File: config.mk
export PLATFORM = sky130hd
export DESIGN_NAME = mq_arithmetic_encoder
export DESIGN_NICKNAME = d
export VERILOG_FILES = /design/src/sv/mqe_pkg.sv /design/src/sv/mqe_ram.sv /design/src/sv/mqe_ctrl.sv /design/src/sv/mqe_dp.sv /design/src/sv/mq_arithmetic_encoder.sv
export SDC_FILE = /design/constraint.sdc
export NUM_CORES = 1
export LEC_CHECK = 0
export BUFFER_PORTS_ARGS = -buffer_cell sky130_fd_sc_hd__clkbuf_2
export CORE_MARGIN = 2
export CORE_UTILIZATION = 50
export CTS_BUF_LIST = sky130_fd_sc_hd__clkbuf_8
export DETAILED_ROUTE_END_ITERATION = 6
export PLACE_DENSITY_LB_ADDON = 0.25
export SLEW_MARGIN = 20
export SYNTH_ARGS = -nofsm -noshare
export SYNTH_HDL_FRONTEND = slang
export SYNTH_SLANG_ARGS = --single-unit
File: constraint.sdc
create_clock -name clk -period 16.3 [get_ports clk]
set_clock_uncertainty 0.05 [all_clocks]
set_input_delay 0.815 -clock clk [delete_from_list [all_inputs] [get_ports clk]]
set_output_delay 0.815 -clock clk [all_outputs]
set_load 0.005 [all_outputs]
File: src/sv/mqe_pkg.sv
package mqe_pkg;

    // default context count
    localparam int NUM_CONTEXTS_DEF = 19;

    // probability state range
    localparam logic [5:0] LAST_STATE = 6'd46;

    // interval and code register constants
    localparam logic [15:0] A_INIT    = 16'h8000;
    localparam logic [15:0] QE_SWITCH = 16'h5601;
    localparam logic [3:0]  CT_INIT   = 4'd12;
    localparam logic [3:0]  CT_STUFF  = 4'd7;
    localparam logic [3:0]  CT_PLAIN  = 4'd8;
    localparam logic [27:0] C_NO_MSB  = 28'h7FFFFFF;
    localparam logic [27:0] C_LOW16   = 28'h000FFFF;
    localparam logic [27:0] C_HALF    = 28'h0008000;
    localparam logic [7:0]  BYTE_FF   = 8'hFF;

    typedef enum logic [1:0] {
        CMD_ENCODE = 2'd0,
        CMD_FLUSH  = 2'd1,
        CMD_LOAD   = 2'd2,
        CMD_START  = 2'd3
    } cmd_t;

    typedef struct packed {
        cmd_t       cmd;
        logic [4:0] context_req;
        logic       decision;
        logic [5:0] init_state;
        logic       init_mps;
    } item_t;

    typedef struct packed {
        logic [7:0] out_byte;
        logic       last;
    } result_t;

    // controller to datapath
    typedef struct packed {
        logic capture;
        logic ctx_load;
        logic start_cw;
        logic code;
        logic renorm;
        logic flush_set;
        logic flush_out;
        logic flush_last;
        logic finish;
    } ctrl_cmd_t;

    // datapath to controller
    typedef struct packed {
        logic item_in_range;
        logic code_renorm;
        logic renorm_done;
        logic slot_ok;
    } dp_status_t;

    function automatic logic [15:0] qe_value(input logic [5:0] st);
        logic [15:0] q;
        begin
            case (st)
                6'd0:  q = 16'h5601;  6'd1:  q = 16'h3401;  6'd2:  q = 16'h1801;
                6'd3:  q = 16'h0AC1;  6'd4:  q = 16'h0521;  6'd5:  q = 16'h0221;
                6'd6:  q = 16'h5601;  6'd7:  q = 16'h5401;  6'd8:  q = 16'h4801;
                6'd9:  q = 16'h3801;  6'd10: q = 16'h3001;  6'd11: q = 16'h2401;
                6'd12: q = 16'h1C01;  6'd13: q = 16'h1601;  6'd14: q = 16'h5601;
                6'd15: q = 16'h5401;  6'd16: q = 16'h5101;  6'd17: q = 16'h4801;
                6'd18: q = 16'h3801;  6'd19: q = 16'h3401;  6'd20: q = 16'h3001;
                6'd21: q = 16'h2801;  6'd22: q = 16'h2401;  6'd23: q = 16'h2201;
                6'd24: q = 16'h1C01;  6'd25: q = 16'h1801;  6'd26: q = 16'h1601;
                6'd27: q = 16'h1401;  6'd28: q = 16'h1201;  6'd29: q = 16'h1101;
                6'd30: q = 16'h0AC1;  6'd31: q = 16'h09C1;  6'd32: q = 16'h08A1;
                6'd33: q = 16'h0521;  6'd34: q = 16'h0441;  6'd35: q = 16'h02A1;
                6'd36: q = 16'h0221;  6'd37: q = 16'h0141;  6'd38: q = 16'h0111;
                6'd39: q = 16'h0085;  6'd40: q = 16'h0049;  6'd41: q = 16'h0025;
                6'd42: q = 16'h0015;  6'd43: q = 16'h0009;  6'd44: q = 16'h0005;
                6'd45: q = 16'h0001;
                default: q = 16'h5601;
            endcase
            return q;
        end
    endfunction

    function automatic logic [5:0] next_mps(input logic [5:0] st);
        logic [5:0] n;
        begin
            case (st)
                6'd5:  n = 6'd38;
                6'd13: n = 6'd29;
                6'd45: n = 6'd45;
                6'd46: n = 6'd46;
                default: n = st + 6'd1;
            endcase
            return n;
        end
    endfunction

    function automatic logic [5:0] next_lps(input logic [5:0] st);
        logic [5:0] n;
        begin
            case (st)
                6'd0:  n = 6'd1;   6'd1:  n = 6'd6;   6'd2:  n = 6'd9;
                6'd3:  n = 6'd12;  6'd4:  n = 6'd29;  6'd5:  n = 6'd33;
                6'd6:  n = 6'd6;   6'd7:  n = 6'd14;  6'd8:  n = 6'd14;
                6'd9:  n = 6'd14;  6'd10: n = 6'd17;  6'd11: n = 6'd18;
                6'd12: n = 6'd20;  6'd13: n = 6'd21;  6'd14: n = 6'd14;
                6'd15: n = 6'd14;  6'd16: n = 6'd15;  6'd17: n = 6'd16;
                6'd18: n = 6'd17;  6'd19: n = 6'd18;  6'd20: n = 6'd19;
                6'd21: n = 6'd19;
                6'd46: n = 6'd46;
                // states 22 to 45 step back by two
                default: n = st - 6'd2;
            endcase
            return n;
        end
    endfunction

    // state index of a context before it is first loaded
    function automatic logic [5:0] ctx_reset_index(input logic [5:0] idx);
        logic [5:0] r;
        begin
            case (idx)
                6'd0:    r = 6'd46;
                6'd1:    r = 6'd3;
                6'd2:    r = 6'd4;
                default: r = 6'd0;
            endcase
            return r;
        end
    endfunction

endpackage

File: src/sv/mqe_ram.sv
module mqe_ram #(
    parameter int WIDTH = 8,
    parameter int DEPTH = 16
) (
    input  logic                                    clk,
    input  logic                                    wr_en,
    input  logic [((DEPTH > 1) ? $clog2(DEPTH) : 1)-1:0] wr_addr,
    input  logic [WIDTH-1:0]                        wr_data,
    input  logic [((DEPTH > 1) ? $clog2(DEPTH) : 1)-1:0] rd_addr,
    output logic [WIDTH-1:0]                        rd_data
);

    logic [WIDTH-1:0] mem_reg [DEPTH];
    logic [WIDTH-1:0] rd_data_reg;

    always_ff @(posedge clk)
    begin
        if (wr_en)
        begin
            mem_reg[wr_addr] <= wr_data;
        end
        rd_data_reg <= mem_reg[rd_addr];
    end

    assign rd_data = rd_data_reg;

endmodule

File: src/sv/mqe_ctrl.sv
module mqe_ctrl (
    input  logic                   clk,
    input  logic                   rst_n,
    input  logic                   item_valid,
    input  mqe_pkg::cmd_t          item_cmd,
    output logic                   item_stall,
    input  mqe_pkg::dp_status_t    status,
    output mqe_pkg::ctrl_cmd_t     cmd
);

    typedef enum logic [3:0] {
        S_IDLE,
        S_CODE,
        S_RENORM,
        S_FL_SET,
        S_FL_OUT1,
        S_FL_OUT2,
        S_FL_LAST,
        S_FINISH
    } state_t;

    state_t state_reg, state_next;
    logic   stall_reg;
    logic   accept;

    assign accept     = item_valid && !stall_reg;
    assign item_stall = stall_reg;

    always_comb
    begin
        state_next = state_reg;
        cmd        = '0;
        unique case (state_reg)
            S_IDLE:
            begin
                if (accept)
                begin
                    cmd.capture = 1'b1;
                    unique case (item_cmd)
                        mqe_pkg::CMD_ENCODE:
                        begin
                            if (status.item_in_range)
                            begin
                                state_next = S_CODE;
                            end
                        end
                        mqe_pkg::CMD_FLUSH:
                        begin
                            state_next = S_FL_SET;
                        end
                        mqe_pkg::CMD_LOAD:
                        begin
                            cmd.ctx_load = status.item_in_range;
                        end
                        mqe_pkg::CMD_START:
                        begin
                            cmd.start_cw = 1'b1;
                        end
                        default:
                        begin
                            state_next = S_IDLE;
                        end
                    endcase
                end
            end
            S_CODE:
            begin
                cmd.code   = 1'b1;
                state_next = status.code_renorm ? S_RENORM : S_FINISH;
            end
            S_RENORM:
            begin
                if (status.slot_ok)
                begin
                    cmd.renorm = 1'b1;
                    if (status.renorm_done)
                    begin
                        state_next = S_FINISH;
                    end
                end
            end
            S_FL_SET:
            begin
                cmd.flush_set = 1'b1;
                state_next    = S_FL_OUT1;
            end
            S_FL_OUT1:
            begin
                if (status.slot_ok)
                begin
                    cmd.flush_out = 1'b1;
                    state_next    = S_FL_OUT2;
                end
            end
            S_FL_OUT2:
            begin
                if (status.slot_ok)
                begin
                    cmd.flush_out = 1'b1;
                    state_next    = S_FL_LAST;
                end
            end
            S_FL_LAST:
            begin
                if (status.slot_ok)
                begin
                    cmd.flush_last = 1'b1;
                    state_next     = S_FINISH;
                end
            end
            S_FINISH:
            begin
                if (status.slot_ok)
                begin
                    cmd.finish = 1'b1;
                    state_next = S_IDLE;
                end
            end
            default:
            begin
                state_next = S_IDLE;
            end
        endcase
    end

    always_ff @(posedge clk or negedge rst_n)
    begin
        if (!rst_n)
        begin
            state_reg <= S_IDLE;
            stall_reg <= 1'b0;
        end
        else
        begin
            state_reg <= state_next;
            stall_reg <= (state_next != S_IDLE);
        end
    end

endmodule

File: src/sv/mqe_dp.sv
module mqe_dp #(
    parameter int NUM_CONTEXTS = mqe_pkg::NUM_CONTEXTS_DEF
) (
    input  logic                   clk,
    input  logic                   rst_n,
    input  mqe_pkg::item_t         item,
    input  mqe_pkg::ctrl_cmd_t     cmd,
    output mqe_pkg::dp_status_t    status,
    input  logic                   result_stall,
    output logic                   result_valid,
    output mqe_pkg::result_t       result
);

    localparam int CTX_W   = (NUM_CONTEXTS > 1) ? $clog2(NUM_CONTEXTS) : 1;
    localparam int ENTRY_W = 7;
    localparam logic [6:0] CTX_LIMIT = 7'(NUM_CONTEXTS);

    // result of one byte output step
    typedef struct packed {
        logic [27:0] c;
        logic [3:0]  ct;
        logic [7:0]  pb;
        logic        emit;
        logic [7:0]  emit_byte;
    } bo_t;

    function automatic bo_t byte_out(input logic [27:0] x, input logic pv,
                                     input logic [7:0] pb);
        bo_t         r;
        logic [7:0]  b;
        logic [7:0]  b_inc;
        logic        stuffed;
        logic [27:0] xm;
        begin
            b           = pv ? pb : 8'h00;
            b_inc       = b + 8'd1;
            xm          = x;
            stuffed     = 1'b0;
            r.emit      = pv;
            r.emit_byte = pb;
            if (b == mqe_pkg::BYTE_FF)
            begin
                stuffed = 1'b1;
            end
            else if (x[27])
            begin
                // carry into the held byte
                r.emit_byte = b_inc;
                if (b_inc == mqe_pkg::BYTE_FF)
                begin
                    xm      = x & mqe_pkg::C_NO_MSB;
                    stuffed = 1'b1;
                end
            end
            if (stuffed)
            begin
                r.pb = xm[27:20];
                r.c  = {8'h00, xm[19:0]};
                r.ct = mqe_pkg::CT_STUFF;
            end
            else
            begin
                r.pb = xm[26:19];
                r.c  = {9'h000, xm[18:0]};
                r.ct = mqe_pkg::CT_PLAIN;
            end
            return r;
        end
    endfunction

    // coder registers
    logic [15:0] a_reg, a_next;
    logic [27:0] c_reg, c_next;
    logic [3:0]  ct_reg, ct_next;
    logic [7:0]  pb_reg, pb_next;
    logic        pv_reg, pv_next;

    // one byte held back to learn whether it is the item's last
    logic [7:0]  hold_reg, hold_next;
    logic        hold_valid_reg, hold_valid_next;

    mqe_pkg::result_t result_reg, result_next;
    logic             result_valid_reg, result_valid_next;

    logic             decision_reg;

    // context store
    logic [NUM_CONTEXTS-1:0] ctx_valid_reg;
    logic [CTX_W-1:0]        rd_addr_reg;
    logic                    rd_valid_reg;
    logic [5:0]              cx6;
    logic [CTX_W-1:0]        item_addr;
    logic                    ram_we;
    logic [CTX_W-1:0]        ram_waddr;
    logic [ENTRY_W-1:0]      ram_wdata;
    logic [ENTRY_W-1:0]      ram_q;
    logic [ENTRY_W-1:0]      ctx_word;

    // encode terms
    logic [5:0]  st_raw;
    logic [5:0]  st;
    logic [15:0] qe;
    logic [15:0] a_sub;
    logic [27:0] c_add;
    logic        mps;
    logic        mps_hit;
    logic        mps_new;
    logic [5:0]  st_new;

    // renorm and flush terms
    logic [15:0] a_sh;
    logic [27:0] c_sh;
    logic [3:0]  ct_dec;
    logic [28:0] flush_sum;
    logic [27:0] c_set;
    logic [27:0] c_fl;
    bo_t         bo_ren;
    bo_t         bo_fl;

    logic        emit_now;
    logic [7:0]  emit_byte;
    logic        slot_ok;

    assign cx6       = {1'b0, item.context_req};
    assign item_addr = cx6[CTX_W-1:0];

    mqe_ram #(
        .WIDTH (ENTRY_W),
        .DEPTH (NUM_CONTEXTS)
    ) u_ctx_ram (
        .clk     (clk),
        .wr_en   (ram_we),
        .wr_addr (ram_waddr),
        .wr_data (ram_wdata),
        .rd_addr (item_addr),
        .rd_data (ram_q)
    );

    // an entry never written reads as its reset value
    assign ctx_word = rd_valid_reg ? ram_q
                    : {1'b0, mqe_pkg::ctx_reset_index(6'(rd_addr_reg))};

    assign st_raw  = ctx_word[5:0];
    assign st      = (st_raw > mqe_pkg::LAST_STATE) ? mqe_pkg::LAST_STATE : st_raw;
    assign mps     = ctx_word[6];
    assign qe      = mqe_pkg::qe_value(st);
    assign a_sub   = a_reg - qe;
    assign c_add   = c_reg + 28'(qe);
    assign mps_hit = (mps == decision_reg);
    assign mps_new = (!mps_hit && qe == mqe_pkg::QE_SWITCH && st != mqe_pkg::LAST_STATE)
                     ? ~mps : mps;
    assign st_new  = mps_hit ? mqe_pkg::next_mps(st) : mqe_pkg::next_lps(st);

    assign a_sh   = {a_reg[14:0], 1'b0};
    assign c_sh   = {c_reg[26:0], 1'b0};
    assign ct_dec = ct_reg - 4'd1;
    assign bo_ren = byte_out(c_sh, pv_reg, pb_reg);

    assign flush_sum = {1'b0, c_reg} + 29'(a_reg);
    assign c_fl      = c_reg << ct_reg;
    assign bo_fl     = byte_out(c_fl, pv_reg, pb_reg);

    always_comb
    begin
        c_set = c_reg | mqe_pkg::C_LOW16;
        if ({1'b0, c_set} >= flush_sum)
        begin
            c_set = c_set - mqe_pkg::C_HALF;
        end
    end

    // context writes
    always_comb
    begin
        ram_we    = 1'b0;
        ram_waddr = rd_addr_reg;
        ram_wdata = {mps_new, st_new};
        if (cmd.ctx_load)
        begin
            ram_we    = 1'b1;
            ram_waddr = item_addr;
            ram_wdata = {item.init_mps,
                         (item.init_state > mqe_pkg::LAST_STATE) ? mqe_pkg::LAST_STATE
                                                                  : item.init_state};
        end
        else if (cmd.code && (!mps_hit || !a_sub[15]))
        begin
            ram_we = 1'b1;
        end
    end

    assign slot_ok = !hold_valid_reg || !result_valid_reg || !result_stall;

    always_comb
    begin
        a_next    = a_reg;
        c_next    = c_reg;
        ct_next   = ct_reg;
        pb_next   = pb_reg;
        pv_next   = pv_reg;
        emit_now  = 1'b0;
        emit_byte = pb_reg;

        if (cmd.start_cw)
        begin
            a_next  = mqe_pkg::A_INIT;
            c_next  = '0;
            ct_next = mqe_pkg::CT_INIT;
            pb_next = '0;
            pv_next = 1'b0;
        end
        else if (cmd.code)
        begin
            if (mps_hit)
            begin
                if (a_sub[15])
                begin
                    a_next = a_sub;
                    c_next = c_add;
                end
                else if (a_sub < qe)
                begin
                    a_next = qe;
                end
                else
                begin
                    a_next = a_sub;
                    c_next = c_add;
                end
            end
            else
            begin
                if (a_sub < qe)
                begin
                    a_next = a_sub;
                    c_next = c_add;
                end
                else
                begin
                    a_next = qe;
                end
            end
        end
        else if (cmd.renorm)
        begin
            a_next  = a_sh;
            c_next  = c_sh;
            ct_next = ct_dec;
            if (ct_dec == 4'd0)
            begin
                c_next    = bo_ren.c;
                ct_next   = bo_ren.ct;
                pb_next   = bo_ren.pb;
                pv_next   = 1'b1;
                emit_now  = bo_ren.emit;
                emit_byte = bo_ren.emit_byte;
            end
        end
        else if (cmd.flush_set)
        begin
            c_next = c_set;
        end
        else if (cmd.flush_out)
        begin
            c_next    = bo_fl.c;
            ct_next   = bo_fl.ct;
            pb_next   = bo_fl.pb;
            pv_next   = 1'b1;
            emit_now  = bo_fl.emit;
            emit_byte = bo_fl.emit_byte;
        end
        else if (cmd.flush_last)
        begin
            emit_now  = pv_reg && (pb_reg != mqe_pkg::BYTE_FF);
            emit_byte = pb_reg;
            pv_next   = 1'b0;
        end
    end

    // hold byte and result register
    always_comb
    begin
        hold_next         = hold_reg;
        hold_valid_next   = hold_valid_reg;
        result_next       = result_reg;
        result_valid_next = result_valid_reg && result_stall;
        if (emit_now)
        begin
            if (hold_valid_reg)
            begin
                result_next.out_byte = hold_reg;
                result_next.last     = 1'b0;
                result_valid_next    = 1'b1;
            end
            hold_next       = emit_byte;
            hold_valid_next = 1'b1;
        end
        else if (cmd.finish && hold_valid_reg)
        begin
            result_next.out_byte = hold_reg;
            result_next.last     = 1'b1;
            result_valid_next    = 1'b1;
            hold_valid_next      = 1'b0;
        end
    end

    always_ff @(posedge clk or negedge rst_n)
    begin
        if (!rst_n)
        begin
            a_reg            <= mqe_pkg::A_INIT;
            c_reg            <= '0;
            ct_reg           <= mqe_pkg::CT_INIT;
            pb_reg           <= '0;
            pv_reg           <= 1'b0;
            hold_valid_reg   <= 1'b0;
            result_valid_reg <= 1'b0;
            ctx_valid_reg    <= '0;
        end
        else
        begin
            a_reg            <= a_next;
            c_reg            <= c_next;
            ct_reg           <= ct_next;
            pb_reg           <= pb_next;
            pv_reg           <= pv_next;
            hold_valid_reg   <= hold_valid_next;
            result_valid_reg <= result_valid_next;
            if (ram_we)
            begin
                ctx_valid_reg[ram_waddr] <= 1'b1;
            end
        end
    end

    // payload registers, read address follows the ram read port
    always_ff @(posedge clk)
    begin
        hold_reg     <= hold_next;
        result_reg   <= result_next;
        rd_addr_reg  <= item_addr;
        rd_valid_reg <= ctx_valid_reg[item_addr];
        if (cmd.capture)
        begin
            decision_reg <= item.decision;
        end
    end

    assign status.item_in_range = ({2'b00, item.context_req} < CTX_LIMIT);
    assign status.code_renorm   = !mps_hit || !a_sub[15];
    assign status.renorm_done   = a_sh[15] || (a_sh == 16'h0000);
    assign status.slot_ok       = slot_ok;

    assign result_valid = result_valid_reg;
    assign result       = result_reg;

endmodule

File: src/sv/mq_arithmetic_encoder.sv
// MQ binary arithmetic encoder: each input word is a command. Encode codes one
// decision in one context, load writes a context's state index (clamped to 46)
// and MPS bit, start resets A, C, the shift count and drops any pending byte,
// and flush terminates the codeword (SETBITS, two byte outputs, then the last
// byte unless it is 0xFF). Every input word yields zero to three result words
// of code bytes; last marks the final byte caused by that input word. Commands
// with a context label at or above NUM_CONTEXTS are ignored for encode and
// load. During an encode's renormalization (0 to 15 shifts) the interval and
// code registers are shifted one bit per cycle, and any byte output rides on
// the shift that empties the shift count. Each renormalization shift, flush
// byte output and closing step waits while a byte is already held back and the
// result register is full and stalled. Context state lives in a small RAM with
// one valid flop per entry, so it is usable right after reset with no clearing
// pass.
module mq_arithmetic_encoder #(
    parameter int NUM_CONTEXTS = mqe_pkg::NUM_CONTEXTS_DEF
) (
    input  logic              clk,
    input  logic              rst_n,
    // command words
    input  logic              item_valid,
    output logic              item_stall,
    input  mqe_pkg::item_t    item,
    // code byte words
    output logic              result_valid,
    input  logic              result_stall,
    output mqe_pkg::result_t  result
);

    mqe_pkg::ctrl_cmd_t  cmd;
    mqe_pkg::dp_status_t status;

    // sequencing: decode, code step, renormalization, flush and last marking
    mqe_ctrl u_ctrl (
        .clk        (clk),
        .rst_n      (rst_n),
        .item_valid (item_valid),
        .item_cmd   (item.cmd),
        .item_stall (item_stall),
        .status     (status),
        .cmd        (cmd)
    );

    // A, C, shift count, pending byte, context store and output register
    mqe_dp #(
        .NUM_CONTEXTS (NUM_CONTEXTS)
    ) u_dp (
        .clk          (clk),
        .rst_n        (rst_n),
        .item         (item),
        .cmd          (cmd),
        .status       (status),
        .result_stall (result_stall),
        .result_valid (result_valid),
        .result       (result)
    );

endmodule

==> run_results.csv, run 1 <==
group,metric,value,unit
global_route,maximum_number_of_pins_on_one_net_before_global_route_repair,70,
layout,fillCellCount,2916,
synthesis,synth_top_cells_by_area,"edfxtp_1, dfrtp_1, mux4_2",
layout,multi_input_comb_area,9280,sq um
layout,design_area,18100,sq um
routing,wire_per_inst,21.7,microns
synthesis,ranking_of_synthesized_cells_by_instance_count,"nand2_1, edfxtp_1, a21oi_1, o21ai_0, nor2_1",
synthesis,async_flop_share,0.336,
critical_path,critical_path_arrival,8.13,ns
critical_path,setup_crit_start,"u_dp.rd_addr_reg[1]",
synthesis,syn_avg_cell_area,9.89,sq um
synthesis,library_cells_used_by_synthesis,98,
critical_path,worstSetupStartpointType,"register",
layout,final_util,0.544,
critical_path,r2r_cells,25,
global_route,grt_antenna_before_repair,0,
die,placeableCoreArea,33300,sq um
synthesis,synth-edff-count,151,
layout,antenna_cells_inserted,0,
run_status,status,"completed",
global_route,met2_usage,0.446,
place,dpl.hpwl,33600,microns
timing,setup_viol,0,
routing,drc,0,
place,routabilityCongestion,0.900,
timing,slew_headroom,0.295,
global_route,overflow,0,
timing,max_slew.worst_pin.slew,1.05,ns
routing,dr_total_vias,13800,
clock_tree,clockBufferDepth,3,
power,ir_drop,0.102,mV
clock_tree,cts_resized,0,
critical_path,crit_path_top_delay_cell,"a211oi_2",
clock_tree,numClockSinks,247,
timing,hold_viol,0,
synthesis,synth_flop_cell,"edfxtp_1",
timing,final.min_clock_period,7.73,ns
synthesis,flip_flop_and_latch_count_after_synthesis,247,
timing,whs,0.0517,ns
critical_path,slowest_delay,0.90,ns
place,port-buffer-count,29,
job,maxCapViolations,0,
clock_tree,root_buffer_master,"clkbuf_8",
layout,area_growth,7.88,%
clock_tree,cts_hold_buffers,0,
routing,detailedRoute.firstPassIterationCount,5,
power,leakage,7.05,nW
die,placementRows,67,
synthesis,synth.yosys.seq_area_share,0.410,
routing,drt.antenna.violating_nets,0,
clock_tree,clock_insertion_delay_worst_skew,0.57,ns
critical_path,cp_data_required_time,16.69,ns
global_route,met3_track_demand_over_resource_in_global_routing,0.0388,
timing,rsz0062_at_grt,"false",
die,floorplan.initialDensity,0.504,
die,design.portCount,30,
clock_tree,htree_levels,2,
layout,largest_register_ffs,133,
layout,fin_nets,1802,
die,dieHeight,187,microns
routing,routed_wirelength,47300,microns
timing,final-max-slew-violation-count,0,
clock_tree,path_clk_slew,0.06,ns
timing,achievable-frequency,129,MHz
layout,drive_gt1_frac,0.146,
global_route,grt_most_used_layer,"met2",
die,dieArea,35000,sq um
synthesis,synth_top_cell_area_share,0.270,
die,fp.dieW,187,microns
global_route,grt_util_all_layers,0.269,
layout,seqCellArea,6880,sq um
global_route,grt_first_pass_wirelength,74900,microns
critical_path,critical_path.max_fanout,14,
synthesis,synth.cell_area,16800,sq um
critical_path,cp-end-kind,"register",
synthesis,post_synth_inst_count,1697,
synthesis,synth_most_common_cell,"nand2_1",
timing,post-route-period-util,0.474,
clock_tree,tritoncts.num_buffers,42,
critical_path,setup.worst_path.class,"register to register",
clock_tree,tritoncts,"yes",
global_route,vias_in_the_first_global_route,13400,
critical_path,rr_startpoint,"u_dp.rd_addr_reg[1]",
place,dpl_cell_area,17300,sq um
synthesis,synth_fp_nets,1803,
power,power.density,163,nW/um^2
hold_path,hp-class,"input port to async pin",
synthesis,synth_warnings,0,
routing,drt_first_iter_violations,1493,
routing,vias_per_cell,6.35,
timing,tns,0,ns
clock_tree,postCtsSetupRepairBufs,0,
synthesis,yosys.area.top_type,"edfxtp_1",
global_route,globalRouteMet1Util,0.365,
## worst paths after layout
kind                                   to  slack, ns
max                        u_dp.c_reg[21]       8.57
min                        u_dp.a_reg[13]       0.05
max reg2reg                u_dp.c_reg[21]       8.57
min reg2reg                u_dp.result[7]       0.37
max in group asynchronous  u_dp.ct_reg[0]      14.88
min in group clk           u_dp.result[7]       0.37
## worst max-delay path: cells and delay by family (launching register included)
kind                       cells  cell delay (ns)
AOI/OAI and AO/OA             13             3.75
xor gates and xnor gates       1             0.20
adders and majority gates      3             1.07
buffers and inverters          1             0.22
DFF                            1             0.36
muxes                          1             0.16
and+or+nand+nor                6             1.76
## layout make-up
type / count / area share
tap: 448 / 0.0310
timing repair buffer: 57 / 0.0198
multi-input combinational: 1298 / 0.513
inverter: 50 / 0.0104
clock buffer: 48 / 0.0365
sequential: 247 / 0.380
clock inverter: 30 / 0.00954
## where the power goes
group / total (mW) / switching, mW / internal [mW]
Clock: 0.540 / 0.252 / 0.288
Combinational: 1.43 / 0.863 / 0.568
Sequential: 0.986 / 0.197 / 0.789
## cells in the final DEF, fill, tap and decap left out, drive strengths merged, types with 18 or more instances in the layout
cell,count
dfrtp,80
o211ai,20
buf,29
clkbuf,76
nor2,127
nand2,182
xnor2,32
a21oi,140
o22ai,18
mux4,50
mux2,24
ha,86
o21ai,138
edfxtp,151
nand4,21
or2,22
nand3,41
a211oi,21
nor3,39
mux2i,57
inv,62
## layer usage
metal	wire (microns)	part of all wire	vias up
met5	0	0	-
met4	1320	0.028	0
met3	2850	0.060	103
met2	22800	0.48	537
met1	20300	0.43	6740
li1	-	-	6443
## through the flow
step | instances | setup slack [ns] | power (mW)
3_3_place_gp | 2100 | 8.94 | 2.37
6_report | 2178 | 8.57 | 2.96
5_1_grt | 2178 | 8.04 | 3.16
2_1_floorplan | 1697 | 10.21 | 2.00
4_1_cts | 2178 | 8.69 | 2.94
3_5_place_dp | 2100 | 8.71 | 2.39
## cells by family (layout without fill, tap and decap cells)
logic type	count (synthesis)	after routing	share of synthesized area
AO/OA/AOI/OAI	493	493	0.190
adder cells (fa/ha/maj)	87	87	0.0653
multiplexers	131	131	0.117
XOR/XNOR	49	49	0.0260
other	1	1	0.000224
buffers and inverters	152	185	0.0380
flip-flops	247	247	0.410
AND/OR/NAND/NOR	537	537	0.153
Power figures use the tool's default switching activity.
==> run 2, diff against run 1 <==
==> constraint.sdc (replaced) <==
create_clock -name clk -period 6.9 [get_ports clk]
set_clock_uncertainty 0.05 [all_clocks]
set_input_delay 0.345 -clock clk [delete_from_list [all_inputs] [get_ports clk]]
set_output_delay 0.345 -clock clk [all_outputs]
set_load 0.005 [all_outputs]
==> run 2 against run 1 <==
Net effect: the flow now finishes with violations (design-rule violations); first-iteration DRC count decreased by 5.8%; flip-flop and latch count unchanged; clock power grew 140%; utilization increased by 0.91 points; design area increased by 1.7%; critical path type unchanged; largest cell class unchanged.
==> run_results.csv, run 2 (synthesis results as in run 1) <==
group,metric,value,unit
run_status,status,"finished, violations left",
run_status,violations,"design-rule violations",
power,p_int,3.97,mW
global_route,maximum_number_of_pins_on_one_net_before_global_route_repair,70,
layout,most_frequent_cells_in_the_layout,"nand2_1, edfxtp_1, a21oi_1, o21ai_0, nor2_1",
routing,drt_first_iter_violations,1407,
routing,vias_per_cell,6.30,
die,design.portCount,30,
die,fp.dieW,187,microns
place,port-buffer-count,29,
routing,drt.antenna.violating_nets,0,
place,detailedPlace.worstSlack,0.211,ns
critical_path,critical_path.max_fanout,13,
clock_tree,clockBufferDepth,3,
critical_path,cp-end-kind,"register",
job,maxCapViolations,0,
die,dieArea,35000,sq um
timing,setup_ws,0.385,ns
layout,fillCellCount,2954,
layout,layout.cells.non_filler,2211,
routing,dr_total_vias,13900,
layout,area_growth,9.69,%
clock_tree,path_clk_slew,0.07,ns
clock_tree,tritoncts,"yes",
die,placementRows,67,
global_route,vias_in_the_first_global_route,13700,
timing,post-route-period-util,0.944,
timing,achievable-frequency,154,MHz
clock_tree,numClockSinks,247,
timing,setup_viol,0,
timing,slew_headroom,0.275,
power,p_seq_frac,0.328,
power,switching_share,0.441,
layout,antenna_cells_inserted,0,
power,leakage,7.23,nW
global_route,grt_util_all_layers,0.276,
place,routabilityCongestion,0.942,
critical_path,critical_path_arrival,6.92,ns
die,placeableCoreArea,33300,sq um
timing,hold_viol,0,
layout,seqCellArea,6880,sq um
place,dpl.hpwl,34200,microns
global_route,overflow,0,
critical_path,worstSetupStartpointType,"register",
clock_tree,root_buffer_master,"clkbuf_8",
routing,detailedRoute.firstPassIterationCount,7,
die,dieHeight,187,microns
timing,max_slew.worst_pin.slew,1.09,ns
routing,wire_per_inst,21.8,microns
layout,multi_input_comb_area,9320,sq um
layout,largest_register_ffs,133,
critical_path,setup.worst_path.class,"register to register",
power,power.combinational.fraction,0.486,
clock_tree,clock_insertion_delay_worst_skew,0.58,ns
routing,routed_wirelength,48100,microns
routing,drc,14,
clock_tree,tritoncts.num_buffers,42,
die,floorplan.initialDensity,0.504,
layout,fin_nets,1835,
critical_path,cp_data_required_time,7.31,ns
power,clock_power_share,0.186,
power,power.density,386,nW/um^2
clock_tree,htree_levels,2,
power,ir_drop,0.200,mV
layout,drive_gt1_frac,0.161,
timing,final.min_clock_period,6.51,ns
power,p_switching,3.13,mW
global_route,grt_first_pass_wirelength,76600,microns
timing,final-max-slew-violation-count,0,
layout,commonest_non_fill_non_tap_cell_in_the_layout,"nand2_1",
global_route,grt_antenna_before_repair,0,
place,placedCellCount,2126,
hold_path,hp-class,"input port to register",
run 2: final cells by class:
cell class,instances,area share
clock buffers,43,0.0322
multi-input cells,1298,0.507
clock inverters,35,0.0133
well taps,448,0.0305
flip-flops and latches,247,0.374
repair buffers,90,0.0336
inverters,50,0.0102
run 2: critical path: stages (launching register included):
cell	delay [ns]
dfxtp_1	0.35
or4_4	0.62
o21ai_1	0.28
and2_2	0.25
inv_1	0.07
ha_1	0.29
nor2_1	0.10
o21ai_0	0.09
a21o_1	0.23
ha_1	0.33
nor2b_1	0.15
o21ai_1	0.16
a21boi_1	0.12
o211ai_1	0.28
nand2_1	0.16
a221o_1	0.36
mux2i_1	0.15
or2_2	0.30
ha_1	0.29
a21oi_1	0.16
nand4_1	0.15
a211oi_4	0.38
xnor2_2	0.16
a211oi_2	0.29
buf_4	0.23
o21ai_1	0.09
a221o_1	0.30
run 2: worst paths after layout:
check	cells past startpoint	from	end	slack [ns]
min reg2reg	0	u_dp.hold_reg[5]	u_dp.result[6]	0.37
max	26	u_dp.rd_addr_reg[1]	u_dp.c_reg[21]	0.39
min	3	item[14]	u_ctrl.state_reg[1]	0.07
max reg2reg	26	u_dp.rd_addr_reg[1]	u_dp.c_reg[21]	0.39
max in group asynchronous	3	rst_n	u_dp.ct_reg[0]	5.42
min in group asynchronous	2	rst_n	u_dp.a_reg[7]	0.13
run 2: what timing repair did:
item / CTS / global route
gates resized for setup: 0 / 11
buffers inserted: 0 / 2
hold buffers: 5 / 0
hold endpoints to repair: 18 / 0
endpoints found under the setup margin: 0 / 33
run 2: through the flow:
stage,hold WS (ns),util,instance area (sq um),power [mW],TNS (ns)
after floorplan,-0.000591,-,16800,4.72,0
after global placement,0.172,0.524,17500,5.63,0
after detailed placement,0.172,0.524,17500,5.68,0
after CTS,0.0353,0.551,18300,7.02,0
after global routing,0.0717,0.553,18400,7.59,-0.0868
final,0.0689,0.553,18400,7.10,0
run 2: layer usage:
layer	vias up	track usage	part of all wire
met5	-	0	0
met4	0	0.0943	0.032
met3	115	0.0360	0.063
met2	532	0.456	0.48
met1	6772	0.376	0.43
li1	6503	-	-
run 2: power by group through the flow:
stage | clock (mW) | combinational [mW] | sequential [mW]
CTS | 1.35 | 3.36 | 2.31
global placement | 0 | 3.30 | 2.33
finish | 1.32 | 3.45 | 2.33
detailed placement | 0 | 3.34 | 2.34
global route | 1.41 | 3.82 | 2.35
floorplan | 0 | 2.68 | 2.03
